$ cat src/rtl/spq_pkg.sv
// Package for the sorted-insert priority queue: sizes, codes and word types.
// Used by spq_cell and sorted_insert_priority_queue_unit; depends on nothing.
package spq_pkg;

  // Store size and key width.
  localparam int CAPACITY   = 16;
  localparam int KEY_BITS   = 16;
  localparam int COUNT_BITS = $clog2(CAPACITY + 1);

  // Fixed field widths of the request and response words.
  localparam int PRIO_BITS = 16;
  localparam int OCC_BITS  = 5;

  typedef logic [KEY_BITS-1:0]   key_t;
  typedef logic [COUNT_BITS-1:0] count_t;

  // Request actions.
  typedef enum logic [1:0] {
    ACT_ENQUEUE = 2'd0,
    ACT_DEQUEUE = 2'd1,
    ACT_CLEAR   = 2'd2,
    ACT_NOP     = 2'd3
  } action_t;

  // Response status codes.
  typedef enum logic [1:0] {
    ST_OK    = 2'd0,
    ST_EMPTY = 2'd1,
    ST_FULL  = 2'd2
  } status_t;

  // Command broadcast to every cell.
  typedef enum logic [1:0] {
    CELL_HOLD   = 2'd0,
    CELL_INSERT = 2'd1,
    CELL_POP    = 2'd2
  } cell_cmd_t;

  typedef struct packed {
    cell_cmd_t cmd;
    key_t      new_key;
  } cell_ctrl_t;

  // Request word.
  typedef struct packed {
    logic [1:0]           action;
    logic [PRIO_BITS-1:0] priority_req;
  } req_word_t;

  // Response word.
  typedef struct packed {
    logic [PRIO_BITS-1:0] removed_priority;
    logic [PRIO_BITS-1:0] front_priority;
    logic [OCC_BITS-1:0]  occupancy;
    logic [1:0]           status;
  } rsp_word_t;

endpackage

$ cat src/rtl/spq_cell.sv
// One cell of the sorted key chain: holds one key and exchanges keys with both neighbours.
// Depends on spq_pkg.
module spq_cell
  import spq_pkg::*;
(
  input  logic       clk,
  input  cell_ctrl_t ctrl,
  input  logic       occupied,
  input  key_t       prev_key,
  input  logic       prev_ins,
  input  key_t       next_key,
  output logic       ins,
  output key_t       key,
  output key_t       key_next
);

  // The new key goes in front of this cell if the cell is empty or holds a smaller key.
  assign ins = !occupied || (key < ctrl.new_key);

  // Next key: take the new key at the insertion point, shift back behind it,
  // shift forward on a pop.
  always_comb begin
    key_next = key;
    unique case (ctrl.cmd)
      CELL_HOLD: begin
        key_next = key;
      end
      CELL_INSERT: begin
        if (ins) begin
          key_next = prev_ins ? prev_key : ctrl.new_key;
        end
      end
      CELL_POP: begin
        key_next = next_key;
      end
      default: begin
        key_next = key;
      end
    endcase
  end

  // Key register; contents are only read below the stored count.
  always_ff @(posedge clk) begin
    key <= key_next;
  end

endmodule

$ cat src/rtl/sorted_insert_priority_queue_unit.sv
// Top level of the sorted-insert priority queue: control, count and the chain of cells.
// Depends on spq_pkg and spq_cell.
//
//   channel   | handshake       | word
//   ----------+-----------------+-----------------------------------------------
//   request   | start / busy    | req: action, priority_req
//   response  | done (strobe)   | rsp: removed_priority, front_priority,
//             |                 |      occupancy, status
//
// One request word is taken every cycle; busy never rises.
// Each response word appears on rsp with done high in the cycle after the
// request is taken, set by the response word and strobe registers.
// Every cell compares and shifts in parallel, so no action needs a serial pass over the chain.
// Synchronous reset empties the store; no clearing pass is needed.
// The receiver cannot stall, so nothing waits on the response side.
module sorted_insert_priority_queue_unit
  import spq_pkg::*;
(
  input  logic      clk,
  input  logic      rst,
  input  logic      start,
  output logic      busy,
  input  req_word_t req,
  output logic      done,
  output rsp_word_t rsp
);

  count_t     count;
  count_t     count_next;
  cell_ctrl_t ctrl;
  rsp_word_t  rsp_next;
  status_t    status_next;
  key_t       removed_next;
  logic       accept;

  logic [CAPACITY-1:0] occupied;
  logic [CAPACITY-1:0] ins;
  key_t                cell_key      [CAPACITY];
  key_t                cell_key_next [CAPACITY];

  assign busy   = 1'b0;
  assign accept = start && !busy;

  // Decode the request into a cell command and the new count.
  always_comb begin
    ctrl.cmd     = CELL_HOLD;
    ctrl.new_key = KEY_BITS'(req.priority_req);
    count_next   = count;
    status_next  = ST_OK;
    removed_next = '0;
    if (accept) begin
      unique case (action_t'(req.action))
        ACT_ENQUEUE: begin
          if (count >= COUNT_BITS'(CAPACITY)) begin
            status_next = ST_FULL;
          end else begin
            ctrl.cmd   = CELL_INSERT;
            count_next = count + 1'b1;
          end
        end
        ACT_DEQUEUE: begin
          if (count == '0) begin
            status_next = ST_EMPTY;
          end else begin
            ctrl.cmd     = CELL_POP;
            removed_next = cell_key[0];
            count_next   = count - 1'b1;
          end
        end
        ACT_CLEAR: begin
          count_next = '0;
        end
        ACT_NOP: begin
          count_next = count;
        end
        default: begin
          count_next = count;
        end
      endcase
    end
  end

  // Chain of cells; the ends see an empty neighbour.
  for (genvar i = 0; i < CAPACITY; i++) begin : g_cell
    logic prev_ins_i;
    key_t prev_key_i;
    key_t next_key_i;

    assign occupied[i] = COUNT_BITS'(i) < count;

    if (i == 0) begin : g_head
      assign prev_ins_i = 1'b0;
      assign prev_key_i = '0;
    end else begin : g_body
      assign prev_ins_i = ins[i-1];
      assign prev_key_i = cell_key[i-1];
    end

    if (i == CAPACITY - 1) begin : g_tail
      assign next_key_i = '0;
    end else begin : g_inner
      assign next_key_i = cell_key[i+1];
    end

    spq_cell u_cell (
      .clk      (clk),
      .ctrl     (ctrl),
      .occupied (occupied[i]),
      .prev_key (prev_key_i),
      .prev_ins (prev_ins_i),
      .next_key (next_key_i),
      .ins      (ins[i]),
      .key      (cell_key[i]),
      .key_next (cell_key_next[i])
    );
  end

  // Assemble the response word from the state after the step.
  always_comb begin
    rsp_next.removed_priority = PRIO_BITS'(removed_next);
    rsp_next.front_priority   = (count_next != '0) ? PRIO_BITS'(cell_key_next[0]) : '0;
    rsp_next.occupancy        = OCC_BITS'(count_next);
    rsp_next.status           = status_next;
  end

  // Count and strobe registers.
  always_ff @(posedge clk) begin
    if (rst) begin
      count <= '0;
      done  <= 1'b0;
    end else begin
      count <= count_next;
      done  <= accept;
    end
  end

  // Response word register.
  always_ff @(posedge clk) begin
    rsp <= rsp_next;
  end

endmodule

$ cat config.mk
export PLATFORM = sky130hd
export DESIGN_NAME = sorted_insert_priority_queue_unit
export DESIGN_NICKNAME = d
export VERILOG_FILES = /design/src/rtl/spq_pkg.sv /design/src/rtl/spq_cell.sv /design/src/rtl/sorted_insert_priority_queue_unit.sv
export SDC_FILE = /design/constraint.sdc
export NUM_CORES = 1
export LEC_CHECK = 0
export BUFFER_PORTS_ARGS = -buffer_cell sky130_fd_sc_hd__buf_2
export CORE_ASPECT_RATIO = 1.5
export CORE_MARGIN = 2
export CORE_UTILIZATION = 45
export DETAILED_ROUTE_END_ITERATION = 12
export MAX_ROUTING_LAYER = met4
export PLACE_DENSITY = 0.6
export SLEW_MARGIN = 40
export SYNTH_ARGS = -nofsm -noshare
export SYNTH_HDL_FRONTEND = slang
export SYNTH_SLANG_ARGS = --single-unit
$ cat constraint.sdc
create_clock -name clk -period 3.55 [get_ports clk]
set_input_delay 0.1775 -clock clk [delete_from_list [all_inputs] [get_ports clk]]
set_output_delay 0.1775 -clock clk [all_outputs]
set_load 0.1 [all_outputs]
After elaboration in Yosys (flattened, before gate mapping)
Index checks and enable logic that the tools add are counted.
- flip-flop bits (word level): 301
- latch bits: 0
- memory bits (writable): 0
- memory bits (read-only): 0
- input bits: 21
- output and inout port bits: 41
- logic and storage cells: 189
- memories: 0
- add/sub/neg operators: 2
- $mul: 0
- divide/modulo/power cells: 0
- magnitude comparators: 33
- equal/unequal tests: 20
- shifts and indexed selects: 0
- muxes and demuxes: 58
- bitwise gates (word level): 2
- reduce and logical (&&, ||, !) cells: 52
- operators by type and width (cell ; number):
    one-hot mux 16 bit (2 select lines) ; 16
    two-way mux 16 bit ; 31
    < comparator 16 bit ; 16
    < comparator 4 x 5 -> 1 bit, first input constant ; 8
    inequality test 2 x 1 -> 1 bit, second input constant ; 15
    AND reduction 2 bit ; 15
    < comparator 3 x 5 -> 1 bit, first input constant ; 4
    one-hot mux 5 bit (4 select lines) ; 1
    zero test 1 bit ; 16
    logical OR 1 bit ; 16
    two-way mux 5 bit ; 3
    < comparator 1 x 5 -> 1 bit, first input constant ; 2
    < comparator 2 x 5 -> 1 bit, first input constant ; 2
    one-hot mux 2 bit (2 select lines) ; 2
    == test 2 bit, second input constant ; 3
    two-way mux 2 bit ; 3
    adder 5 x 1 -> 5 bit, second input constant ; 1
    greater-or-equal comparator 5 bit, second input constant ; 1
    zero test 5 bit ; 1
    nonzero test 5 bit ; 1
    subtractor 5 x 1 -> 5 bit, second input constant ; 1
    == test 2 x 1 -> 1 bit, second input constant ; 2
    OR reduction 3 bit ; 1
    zero test 2 bit ; 1
    3 further kinds ; 5

Depth between registers and ports, before layout
Gate-level depths: netlist (run 1).
- depth in word-level cells: 7
- depth in mapped cells: 14
- depth with buffers taken out: 11

Cells and area by module
A second synthesis (run 1) with hierarchy kept.
- cell total of the unflattened synthesis: 3160
- area, all modules: 24692.4 um^2
- by module, submodules not included (module ; instances ; cells an instance ; area an instance (um^2) ; sequential area each (um^2)):
    spq_cell ; 16 ; 185 ; 1427.6 ; 320.3
    sorted_insert_priority_queue_unit ; 1 ; 200 ; 1850.5 ; 900.9

Worst setup path before layout (run 1)
Ideal clock, no wire load.
- kind: register to register
- from: reg count[1]
- to: reg g_cell[14].u_cell.key[0] (enable)
- library setup time: 0.411 ns
- arrival: 3.313 ns
- data required time: 3.139 ns
- slack: -0.174 ns
- stages on the path, launching flop included: 11
- path buffers: 4
- period minus slack after synthesis: 3.724 ns
- path through: dfxtp_1 > buf_2 > inv_1 > ha_1 > a21oi_2 > clkbuf_1 > ha_1 > clkbuf_1 > inv_1 > clkbuf_1 > o21ai_0
- longest elaborated chain between the ends: 7
- elaborated cells on any way between the ends: 14
- classes of those cells: 2 x order compare; 3 x eq/ne; 4 x mux; 5 x reduce/logical
- ends and longest elaborated chain (item ; line ; text):
    start, declared ; sorted_insert_priority_queue_unit.sv:28 ; count_t count;
    start signal, assigned ; sorted_insert_priority_queue_unit.sv:132 ; count <= count_next;
    greater-or-equal comparator 5 bit or zero test 5 bit (tied branches) ; sorted_insert_priority_queue_unit.sv:54, sorted_insert_priority_queue_unit.sv:62 ;
    two-way mux 1 bit or two-way mux 2 bit (tied branches) ; sorted_insert_priority_queue_unit.sv:54, sorted_insert_priority_queue_unit.sv:62 ;
    one-hot mux 2 bit (2 select lines) ; sorted_insert_priority_queue_unit.sv:52 ; unique case (action_t'(req.action))
    two-way mux 2 bit ; sorted_insert_priority_queue_unit.sv:51 ; if (accept) begin
    == test 2 x 1 -> 1 bit or == test 2 bit (tied branches) ; spq_cell.sv:24 ; unique case (ctrl.cmd)
    inequality test 2 x 1 -> 1 bit (no source line) or nonzero test 2 bit (tied branches) ; n/a ;
    AND reduction 2 bit (no source line) (*) ; n/a ;
    end signal, assigned ; spq_cell.sv:44 ; key <= key_next;
    end, declared ; spq_cell.sv:13 ; output key_t key,
Every way passes the cells marked *; elsewhere a longest branch is shown, timed or not.
A chain may end at the register's enable or synchronous reset.

==> results.txt, run 1 <==
The number of endpoints with negative hold slack in the final report was 0. In the layout the commonest cells are sky130_fd_sc_hd__nand2_1, sky130_fd_sc_hd__ha_1, sky130_fd_sc_hd__edfxtp_1. Entering global routing, the biggest net connects 163 pins. The net switching power is 0.002733 W. The number of vias in the routed layout came out at 16034. Derived from the worst setup path, the maximum achievable clock frequency is 338.6 MHz.

The die area came out at 46580 um2. STA classifies the critical path endpoint as a flop. In the finished design, the share of the clock period the worst path needs comes to 83.18%. The routed wire length came out at 61590 um. In this run the register-to-register setup slack is 600 ps. After synthesis, the share of flip-flops with an asynchronous set or reset is 0%. The core region is 44570 um2. TritonCTS built the clock tree. A synthesized cell averages 10.01 um2. The total number of nets in the final design came out at 2336. The number of synthesized flops with an enable pin came out at 240. Summed over all layers, the global routing overflow is 0. The switching power share of the total is 29.40%. The setup-violating endpoint count in the final report is 0. The die width came out at 176.9 um. After routing the design area is 22490 um2.

VDD sags by at most 0.3691 mV. The primary flip-flop cell chosen by synthesis mapping is sky130_fd_sc_hd__edfxtp_1. The summed instance area of the synthesized netlist came out at 20180 um2. The final weighted congestion in routability-driven placement came out at 0.9274.

Along the worst path, the maximum fanout reaches 17. The number of antenna violations at the first check in global routing came out at 0. Once detailed placement completed, the half-perimeter wirelength came to 44710 um.

The arrival time at the worst endpoint came out at 3250 ps. The number of clock sinks is 301. The die height came out at 263.3 um. The path with the worst hold slack has its endpoint at g_cell[0].u_cell.key[14]. The final hold slack is 207.4 ps. After global routing, the most crowded layer is met2.

Power spread over the standard cell area amounts to 413.3 nW/um2. The routing usage on met3 is 2.614%. The sequential power share is 45.8%.

The library cell used most frequently in the layout, excluding fill and tap cells, is sky130_fd_sc_hd__nand2_1. After floorplanning, the core was divided into 95 placement rows. The via count of the first global-routing pass is 15807. By area the synthesized netlist is led by sky130_fd_sc_hd__edfxtp_1, sky130_fd_sc_hd__ha_1, sky130_fd_sc_hd__mux2i_1. The H-tree depth came out at 1.

The tree is rooted in a sky130_fd_sc_hd__clkbuf_16. The shortest period the worst path allows came out at 2953 ps. The area share of the largest cell type after synthesis came out at 35.72%. The post-placement cell area is 21400 um2. The effective utilization at floorplan is 45.27%. The worst setup path is of the flop to flop kind.

The repair_antennas step left the layout with diodes totalling 0. The internal portion of the total power is 0.006562 W. The remaining antenna violation count after routing is 0. The first TritonRoute pass finished after 5 iterations. The clock input transition at the sequential cells of the worst setup and hold paths came out at 70 ps. The number of DRC markers in iteration 0 is 1327. The area growth from synthesis to final layout is 11.45%. After detailed routing, the average wire length per cell comes to 23.03 um. The count of final max-slew check failures is 0. The most critical setup path has its startpoint at g_cell[6].u_cell.key[13]. The net count after synthesis is 2283. The non-filler instance count after layout is 2675. The proportion of power drawn by the clock network came out at 36.4%.

The max capacitance violation total came out at 0. The count of buffers from port buffering came out at 60. The worst slew margin relative to its limit came out at 42.36%. The depth of the most critical reg-to-reg path came out at 8. The clock passes through at most 3 buffers. The number of instances on the worst hold path came out at 4. STA classifies the critical path startpoint as a flop. For the worst setup path, the data required time is 3850 ps. The worst min-delay path class is input port to flop.

The fill cell total of the finished layout is 4063. In this run, placement finished with an instance count of 2613. For this run, global-route usage on met2 was measured as 45.38%. The static power due to leakage came out at 8.722 nW. The met1 usage in global routing came out at 32.76%.

Synthesis produced 2016 cells. The number of synthesized register bits came out at 301. The overall power of the completed layout is 0.009295 W. The worst hold path begins at req[14]. The largest total area in the synthesized netlist belongs to sky130_fd_sc_hd__edfxtp_1. The aggregate negative setup slack came out at 0 ps. The residual DRC count came out at 0. The count of synthesis-stage warnings from yosys is 0.

The all-layer global routing usage came out at 27.07%. The number of vias per cell after detailed routing came out at 5.994. For the worst-skew pair, the clock arrives at the later sink with an insertion delay of 580 ps. The flow ran to the end, and the final reports show no timing, DRC or antenna violations.

Setup repair after global routing left no endpoint under its margin. The sequential share of the synthesized area came out at 41.77%. In this run the critical register-to-register path is captured at g_cell[7].u_cell.key[10].

At the pin with the least slew margin, the transition time is 863.6 ps. The number of buffers created by CTS came out at 31. The startpoint of the worst register-to-register path is g_cell[6].u_cell.key[13]. Counting distinct cell types in the post-synthesis netlist gives 56.

In the final layout, the share of cells above drive strength 1 is 10.94%. The I/O pin count is 62. On the final layout, the worst clock skew is 15.13 ps.

The first global-routing pass estimated 93750 um of wire. Of the total power, combinational logic draws 17.8%.
how the worst max path moves through the flow:
stage | to | cells past startpoint | slack (ps)
finish | g_cell[7].u_cell.key[10] | 8 | 600
global route | g_cell[7].u_cell.key[10] | 8 | 450
CTS | g_cell[7].u_cell.key[10] | 8 | 610
detailed placement | g_cell[7].u_cell.key[10] | 10 | 220
global placement | g_cell[7].u_cell.key[10] | 10 | 230
floorplan | g_cell[2].u_cell.key[0] | 11 | -120
sequential cells by signal, summed over array words and instances, names as in the netlist:
signal and flops:
count 5, done 1, g_cell.u_cell.key 256, rsp 39
critical path, stage by stage, from the launching register on:
cell and delay (ps):
sky130_fd_sc_hd__edfxtp_1 470, sky130_fd_sc_hd__ha_1 350, sky130_fd_sc_hd__nand4_1 160, sky130_fd_sc_hd__nor2_1 220, sky130_fd_sc_hd__o21ai_0 150, sky130_fd_sc_hd__o211a_1 190, sky130_fd_sc_hd__a21oi_4 610, sky130_fd_sc_hd__mux2i_1 390
sky130_fd_sc_hd__o21ai_0 120
cell families after synthesis:
logic type	count (synthesis)	share of synthesized area (%)
buf+inv	167	3.789
other cells	1	0.01859
compound gates	542	16.07
flops	301	41.77
xor+xnor	3	0.1302
simple gates	532	11.85
mux	224	11.11
fa+ha+maj	246	15.25
routing by layer:
layer | part of all wire (%) | vias up | wire, um
met5 | 0 | - | 0
met4 | 5.3 | 0 | 3234
met2 | 49 | 544 | 29910
met1 | 41 | 7730 | 25190
li1 | - | 7585 | -
met3 | 5.3 | 175 | 3256
power by group through the flow:
stage	clock, W	sequential [W]	combinational, W
6_report	0.00339	0.00425	0.00166
5_1_grt	0.00356	0.00427	0.00183
4_1_cts	0.00344	0.00425	0.00165
3_5_place_dp	0	0.00432	0.00164
3_3_place_gp	0	0.00432	0.00158
2_1_floorplan	0	0.00440	0.00100
cells in the mapped netlist (18+ instances only):
| cell type | count |
|---|---|
| sky130_fd_sc_hd__a21o_1 | 46 |
| sky130_fd_sc_hd__a21oi_1 | 119 |
| sky130_fd_sc_hd__a31oi_1 | 34 |
| sky130_fd_sc_hd__and2_1 | 33 |
| sky130_fd_sc_hd__buf_4 | 18 |
| sky130_fd_sc_hd__clkbuf_1 | 103 |
| sky130_fd_sc_hd__dfxtp_1 | 61 |
| sky130_fd_sc_hd__edfxtp_1 | 240 |
| sky130_fd_sc_hd__ha_1 | 246 |
| sky130_fd_sc_hd__inv_1 | 29 |
| sky130_fd_sc_hd__mux2i_1 | 224 |
| sky130_fd_sc_hd__nand2_1 | 254 |
| sky130_fd_sc_hd__nand3_1 | 52 |
| sky130_fd_sc_hd__nand4_1 | 28 |
| sky130_fd_sc_hd__nor2_1 | 102 |
| sky130_fd_sc_hd__nor2b_1 | 19 |
| sky130_fd_sc_hd__o211ai_1 | 19 |
| sky130_fd_sc_hd__o21ai_0 | 213 |
| sky130_fd_sc_hd__o21ai_1 | 31 |
through the flow:
stage                     worst slack, ps  util [%]
after floorplan                    -119.3         -
after global placement              231.0     47.94
after detailed placement            224.2     48.00
after CTS                           612.7     50.45
after global routing                446.4     50.45
final                               597.0     50.45
layout make-up:
cell class	count	area, um2	area share, %
Tap cell	582	728.2	3.238
Clock inverter	18	152.6	0.6788
Sequential cell	301	8428	37.48
Inverter	29	108.9	0.4841
Multi-Input combinational cell	1548	11040	49.08
Clock buffer	39	889.6	3.956
Timing Repair Buffer	158	1144	5.085
what timing repair did:
action,in CTS,in global routing
resized for setup,0,0
setup endpoints to repair,0,0
setup buffers,0,0
hold buffers,5,0
endpoints found under the hold margin,8,0
No activity file was read; power rests on OpenSTA's default activity.
==> run 2, diff against run 1 <==
==> constraint.sdc (replaced) <==
create_clock -name clk -period 2.52 [get_ports clk]
set_input_delay 0.126 -clock clk [delete_from_list [all_inputs] [get_ports clk]]
set_output_delay 0.126 -clock clk [all_outputs]
set_load 0.1 [all_outputs]
==> run 2 against run 1 <==
  * The flow now finishes with violations (negative setup slack)
  * Combinational power up 96%
  * Clock power rose by 59%
  * Global-route usage increased by 1.6 points
  * Cell count rose by 10%
  * Sequential power increased by 40%
==> results.txt, run 2 (synthesized netlist as in run 1, its figures left out) <==
Dividing total power by cell area gives a power density of 552.6 nW/um2. The critical path's largest stage delay came out at 440 ps. Across all setup checks in the final design, the least slack found is -106.8 ps.

No sink is reached through more buffers than the 3 on the longest clock path. The all-layer global routing usage came out at 28.68%. After detailed routing, the average wire length per cell comes to 22.65 um. The run finished, with violations left. The biggest fanout along the worst timing path came out at 8. The library cells used most frequently in the layout, excluding fill and tap cells, are sky130_fd_sc_hd__buf_4, sky130_fd_sc_hd__nand2_1, sky130_fd_sc_hd__edfxtp_1. The die width came out at 176.9 um. Summing over every cut layer, the via total after detailed routing is 17010. For this design, the slowest cell found on the critical path is sky130_fd_sc_hd__edfxtp_1. Data arrives at the worst endpoint at 2890 ps.

Between clock sinks in the finished design, the worst skew comes to 24.77 ps. The number of endpoints with negative hold slack in the final report is 0. The endpoint class of the critical path is a flop. The number of clock sinks is 301. STA classifies the critical path startpoint as a flop.

The register bank with the most flops is g_cell.u_cell.key. For this run, design rule violations remaining after detail routing come to 0. The count of buffers from port buffering is 60. OpenSTA, run right after detailed placement, puts the worst setup slack at -403.2 ps. The region available for standard cell placement spans 44570 um2. The H-tree depth came out at 2.

The wire length of the first global-routing pass is 99340 um. The sequential cell area in the final layout is 8437 um2. The clock tree from TritonCTS is built. Leaving out fill and tap cells, the most frequent cell in the layout is sky130_fd_sc_hd__buf_4. The area used by multi-input combinational logic is 11990 um2.

After filler insertion, the fill cell instance count of the layout stands at 3730. The static power due to leakage is 10.43 nW. The clock root buffer is sky130_fd_sc_hd__clkbuf_16. The via count of the first global-routing pass is 17471. Once detailed placement completed, the half-perimeter wirelength came to 49580 um.

The total overflow left after global routing is 0. The total number of nets in the final design came out at 2602. Dividing the detail-routed via count by the number of cells gives 5.782.

The max capacitance violation total came out at 0. Dividing the final minimum period by the clock period gives 104.2%. The remaining antenna violation count after routing came out at 0. The worst setup path is of the flop to flop kind. The core occupancy in the finished layout is 59.08%. The clock latency reported for the late side of the worst-skew pair came out at 540 ps. The final design area excluding fillers came out at 26340 um2.

The routed wire length is 66650 um. Across the VDD grid, the largest voltage drop is 0.5799 mV. Counting both buffers and inverters, the worst setup path holds a total of 2.

The number of DRC markers in iteration 0 came out at 1133. The post-placement cell area is 23540 um2. After clock tree synthesis, the clock-pin slew on the worst setup and hold paths is 60 ps. The maximum operating frequency came out at 380.7 MHz. The number of buffers created by CTS is 34. The largest registers in the layout are g_cell.u_cell.key: 256 flops, rsp: 39 flops, count: 5 flops.

The maximum number of pins on one net before global-route repair came out at 123. The final reports fail on negative setup slack. The layout cell share with drive strength beyond 1 is 26.41%. The shortest period the worst path allows is 2627 ps. The total number of placement rows came out at 95.

The number of antenna violations at the first check in global routing is 1. For this configuration, the core starts out at a cell density of 45.27%. 62 I/O pins were placed. The worst slew margin relative to its limit is 54.37%. The floorplan step set the die height to 263.3 um. The endpoint required time on the critical path came out at 2780 ps. At the pin with the least slew margin, the transition time is 681.9 ps.

The cell family with the largest share of critical-path delay is compound AO/OA/AOI/OAI gates. The worst hold path belongs to the class input port to flop. For this run, the detailed router's first-pass iteration total came to 6. The setup-violating endpoint count in the final report came out at 61. The count of final max-slew check failures is 0. The flip-flop count of the largest register after layout came out at 256.

Walking the worst path, the cells encountered are ha_4 -> nand4_1 -> nor2_2 -> o21ai_2 -> o211a_1 -> a21boi_4 -> buf_6 -> buf_16 -> mux2i_1 -> o21ai_1. Setup repair after global routing could not meet its margin everywhere. The die covers 46580 um2. At the end of routability-driven placement, the weighted congestion stood at 0.9465. Compared with the post-synthesis result, the final layout area differs by 30.53%.
run 2: changes by cell type in the layout (fill, tap and decap cells not counted), sizes merged:
cell         before  now
inv              35   29
clkinv           10    7
dlygate4sd3       5    2
clkbuf           39   54
bufinv            2    3
diode             0    1
buf             153  414
bufbuf            0    1
run 2: area by class of cell:
cell class | instances | share of cell area [%]
Sequential cell | 301 | 32.03
Clock buffer | 50 | 4.024
Clock inverter | 10 | 0.4656
Antenna cell | 1 | 0.009502
Inverter | 29 | 0.5939
Multi-Input combinational cell | 1548 | 45.53
Tap cell | 582 | 2.765
Timing Repair Buffer | 421 | 14.58
run 2: worst register-to-register path: stages (launching register included):
cell and delay, ps:
sky130_fd_sc_hd__edfxtp_1 440, sky130_fd_sc_hd__ha_4 300, sky130_fd_sc_hd__nand4_1 230, sky130_fd_sc_hd__nor2_2 250, sky130_fd_sc_hd__o21ai_2 110, sky130_fd_sc_hd__o211a_1 160
sky130_fd_sc_hd__a21boi_4 260, sky130_fd_sc_hd__buf_6 150, sky130_fd_sc_hd__buf_16 150, sky130_fd_sc_hd__mux2i_1 230, sky130_fd_sc_hd__o21ai_1 80
run 2: what timing repair did:
item,4_1_cts,5_1_grt
endpoints found under the hold margin,6,0
resized for setup,64,178
endpoints found under the setup margin,300,296
buffers inserted,25,41
gates cloned,4,4
hold buffers,2,0
pin swaps,28,58
run 2: power by group:
group	total [W]	switching (W)	internal, W
Clock	0.00538	0.00215	0.00323
Sequential	0.00593	0.000207	0.00572
Combinational	0.00325	0.00190	0.00135
Total	0.0146	0.00426	0.0103
run 2: per-stage QoR:
stage / hold slack (ps) / cells / total power, W / TNS (ps)
floorplan: 191.0 / 2016 / 0.007712 / -10220
global placement: 401.8 / 2810 / 0.008811 / -53610
detailed placement: 405.5 / 2810 / 0.008890 / -65030
CTS: 0.8129 / 2901 / 0.01440 / -377.4
global route: 14.99 / 2942 / 0.01508 / -5118
finish: 1.170 / 2942 / 0.01455 / -2522
run 2: worst paths after layout:
check	cells after the start	start	endpoint	slack [ps]
max	10	g_cell[7].u_cell.key[13]	g_cell[8].u_cell.key[5]	-110
min	3	req[16]	rsp[0]	1
max reg2reg	10	g_cell[7].u_cell.key[13]	g_cell[8].u_cell.key[5]	-110
min reg2reg	2	g_cell[15].u_cell.key[0]	g_cell[14].u_cell.key[0]	560
run 2: per-layer routing:
| layer | GRT usage, % | vias up | share of wire (%) |
|---|---|---|---|
| met4 | 18.27 | 0 | 7.5 |
| met5 | - | - | 0 |
| met3 | 2.816 | 238 | 3.7 |
| met1 | 29.16 | 8133 | 36 |
| met2 | 51.96 | 515 | 53 |
| li1 | - | 8124 | - |
==> run 3, diff against run 2 <==
--- a/config.mk
+++ b/config.mk
@@ -5,7 +5,7 @@
 export SDC_FILE = /design/constraint.sdc
 export NUM_CORES = 1
 export LEC_CHECK = 0
-export BUFFER_PORTS_ARGS = -buffer_cell sky130_fd_sc_hd__buf_2
+export BUFFER_PORTS_ARGS = -buffer_cell sky130_fd_sc_hd__buf_4
 export CORE_ASPECT_RATIO = 1.5
 export CORE_MARGIN = 2
 export CORE_UTILIZATION = 45
==> run 3 against run 2 <==
  * Clock power down 6.5%
  * Critical endpoint is now g_cell[8].u_cell.key[2]
  * Combinational power about the same
  * First-iteration DRC count up 13%
  * Register-to-register slack better by 50 ps
  * Cell count down 0.48%
  * Routed wire length up 1.6%
  * The flow still finishes with violations (negative setup slack)
  * Non-clock buffer count down 11
==> results.txt, run 3 (synthesized netlist as in run 1, its figures left out) <==
The biggest fanout along the worst timing path is 4. The number of DRC markers in iteration 0 came out at 1281. On the final layout, the worst hold slack is 23.22 ps. The top cell types in the final layout, fill and taps aside, are sky130_fd_sc_hd__buf_4, sky130_fd_sc_hd__nand2_1, sky130_fd_sc_hd__edfxtp_1. Setup repair after global routing could not meet its margin everywhere.

Leaving out fill and tap cells, the most frequent cell in the layout is sky130_fd_sc_hd__buf_4. Data on the critical path arrives at its endpoint at 2850 ps. The non-filler instance count after layout is 2928. Of the total power, combinational logic draws 22.9%. The number of endpoints with negative hold slack in the final report is 0. For the final database, setup skew stands at 24.45 ps. The number of clock sinks came out at 301.

The flip-flop count of the largest register after layout came out at 256. Walking the worst path, the cells encountered are ha_4 -> nand4_1 -> nor2_2 -> o21ai_2 -> o211a_4 -> a21boi_4 -> buf_6 -> buf_16 -> mux2i_1 -> o21ai_2. The total number of nets in the final design is 2591. The number of vias per cell after detailed routing is 5.864.

The switching power share of the total is 30.04%. After detailed routing, the number of remaining DRC violations is 0. The maximum operating frequency came out at 387.6 MHz.

In this run the tightest slew margin relative to its limit is 65.76%. Routability-driven placement finished with a final weighted congestion of 0.9288. Setup violations remaining at the end of the flow were counted as 18. The run finished, with violations left. The slack of the critical path came out at -60.24 ps. The total number of placement rows is 95. The min-delay analysis places its worst path in the category input port to flop. The sequential power share came out at 41.8%. The per-cell routed wire length came out at 23.14 um. The tool flagged a number of max-cap violations equal to 0. More flip-flops sit in one register than any other, and that register is g_cell.u_cell.key.

Global routing used 28.91% of the available tracks across all layers. The count of inserted antenna diode cells came out at 0. The die height is 263.3 um. The endpoint required time on the critical path is 2790 ps. Cell internal power was estimated by the tool at 0.009938 W. The proportion of power drawn by the clock network came out at 35.4%. The number of buffers created by CTS is 34. Among the stages of the critical path, the cell type that occurs most often is sky130_fd_sc_hd__o21ai_2. The number of vias in the routed layout came out at 17169. The endpoint class of the critical path is a flop. The fill cell total of the finished layout came out at 3761.

The clock passes through at most 3 buffers. VDD sags by at most 0.6352 mV. In the final layout, the registers with the most flip-flops are g_cell.u_cell.key: 256 flops, rsp: 39 flops, count: 5 flops.

The core footprint is 44570 um2. The critical path startpoint category is a flop. The final cycle utilization of the critical path came out at 102.4%. The initial utilization of the core area, before any placement, comes to 45.27%. The static power due to leakage came out at 10.28 nW. For this design the ratio of total power to cell area is 540.1 nW/um2. The number of antenna violations at the first check in global routing was 1. The area used by multi-input combinational logic came out at 11920 um2. The remaining antenna violation count after routing is 0.

The count of buffers from port buffering is 60. The die width is 176.9 um. For the pin with the worst max-slew slack, the measured transition is 511.2 ps.

The final global-route overflow total is 0. For this design the total switching power over the nets is 0.004268 W. The clock root buffer is sky130_fd_sc_hd__clkbuf_16. The count of final max-slew check failures came to 0. The area growth from synthesis to layout is 30.35%. The routed wire length is 67750 um.

The layout cell share with drive strength beyond 1 came out at 26.13%. The clock input transition at the sequential cells of the worst setup and hold paths is 70 ps. The I/O pin count came out at 62. The worst setup path category is flop to flop. Entering global routing, the biggest net connects 87 pins. The via count of the first global-routing pass was 17297. The number of placed cells counting well taps came out at 2795. The final reports fail on negative setup slack. The first global-routing pass estimated 99720 um of wire. The shortest period the worst path allows came out at 2580 ps. Detailed placement ended at an HPWL of 49840 um. The sequential cell area in the final layout is 8437 um2. The largest individual stage delay along the critical path comes from the cell sky130_fd_sc_hd__edfxtp_1. The die area is 46580 um2. The first TritonRoute pass finished after 7 iterations.

The H-tree was split into 2 levels. The critical path's largest stage delay is 430 ps. TritonCTS built the clock tree. The clock latency reported for the late side of the worst-skew pair came out at 550 ps.
==> run 3: cell count changes in the layout (fill, tap and decap cells not counted), sizes merged <==
cell / before / now
bufbuf: 1 / 0
dlygate4sd3: 2 / 3
clkinv: 7 / 10
diode: 1 / 0
clkbuf: 54 / 49
clkinvlp: 0 / 1
bufinv: 3 / 2
inv: 29 / 32
buf: 414 / 400
==> run 3: layer usage <==
layer / wire length, um / up-vias / global-route usage [%]
li1: - / 8103 / -
met1: 23970 / 8283 / 29.71
met2: 36520 / 558 / 52.88
met3: 2557 / 225 / 2.802
met4: 4700 / 0 / 16.62
met5: 0 / - / -
==> run 3: timing repair <==
item                       in CTS  in global routing
buffers inserted               24                 41
hold buffers                    3                  0
gates cloned                    4                  6
pin swaps                      32                 53
setup endpoints to repair     272                355
hold endpoints to repair        8                  0
resized for setup              39                143
==> run 3: per-stage QoR <==
step	setup WS (ps)	instance area, um2	TNS, ps	utilization (%)	power (W)
2_1_floorplan	-58.27	20730	-10220	-	0.007712
3_3_place_gp	-454.1	23590	-63010	52.93	0.008820
3_5_place_dp	-501.3	23590	-78850	52.93	0.008893
4_1_cts	-63.58	25220	-1161	56.58	0.01403
5_1_grt	-108.9	26300	-3852	59.00	0.01472
6_report	-60.24	26300	-563.6	59.00	0.01421
==> run 3: area by class of cell <==
type | instances | share of cell area (%)
clock buffer | 42 | 3.549
clock inverter | 16 | 0.5614
inverter | 29 | 0.5947
multi-input combinational | 1548 | 45.30
sequential | 301 | 32.08
tap | 582 | 2.769
timing repair buffer | 410 | 15.14
==> run 3: final timing paths <==
path / start / to / slack [ps] / cells after the start
hold reg to reg: g_cell[15].u_cell.key[0] / g_cell[14].u_cell.key[0] / 560 / 2
setup reg to reg: g_cell[7].u_cell.key[13] / g_cell[8].u_cell.key[2] / -60 / 10
hold / removal: req[16] / rsp[0] / 20 / 3
setup / recovery: g_cell[7].u_cell.key[13] / g_cell[8].u_cell.key[2] / -60 / 10
==> run 3: power by group through the flow <==
| stage | clock (W) | sequential, W | combinational, W |
|---|---|---|---|
| floorplan | 0 | 0.00620 | 0.00151 |
| global placement | 0 | 0.00602 | 0.00280 |
| detailed placement | 0 | 0.00603 | 0.00287 |
| CTS | 0.00509 | 0.00592 | 0.00301 |
| global route | 0.00527 | 0.00596 | 0.00349 |
| finish | 0.00503 | 0.00593 | 0.00325 |
==> run 3: critical path: cells and delay by family (launching register included) <==
family	cells	cell delay [ps]
DFF	1	430
adders and majority gates	1	300
AOI/OAI and AO/OA	4	610
and+or+nand+nor	2	470
buffers and inverters	2	290
muxes	1	220
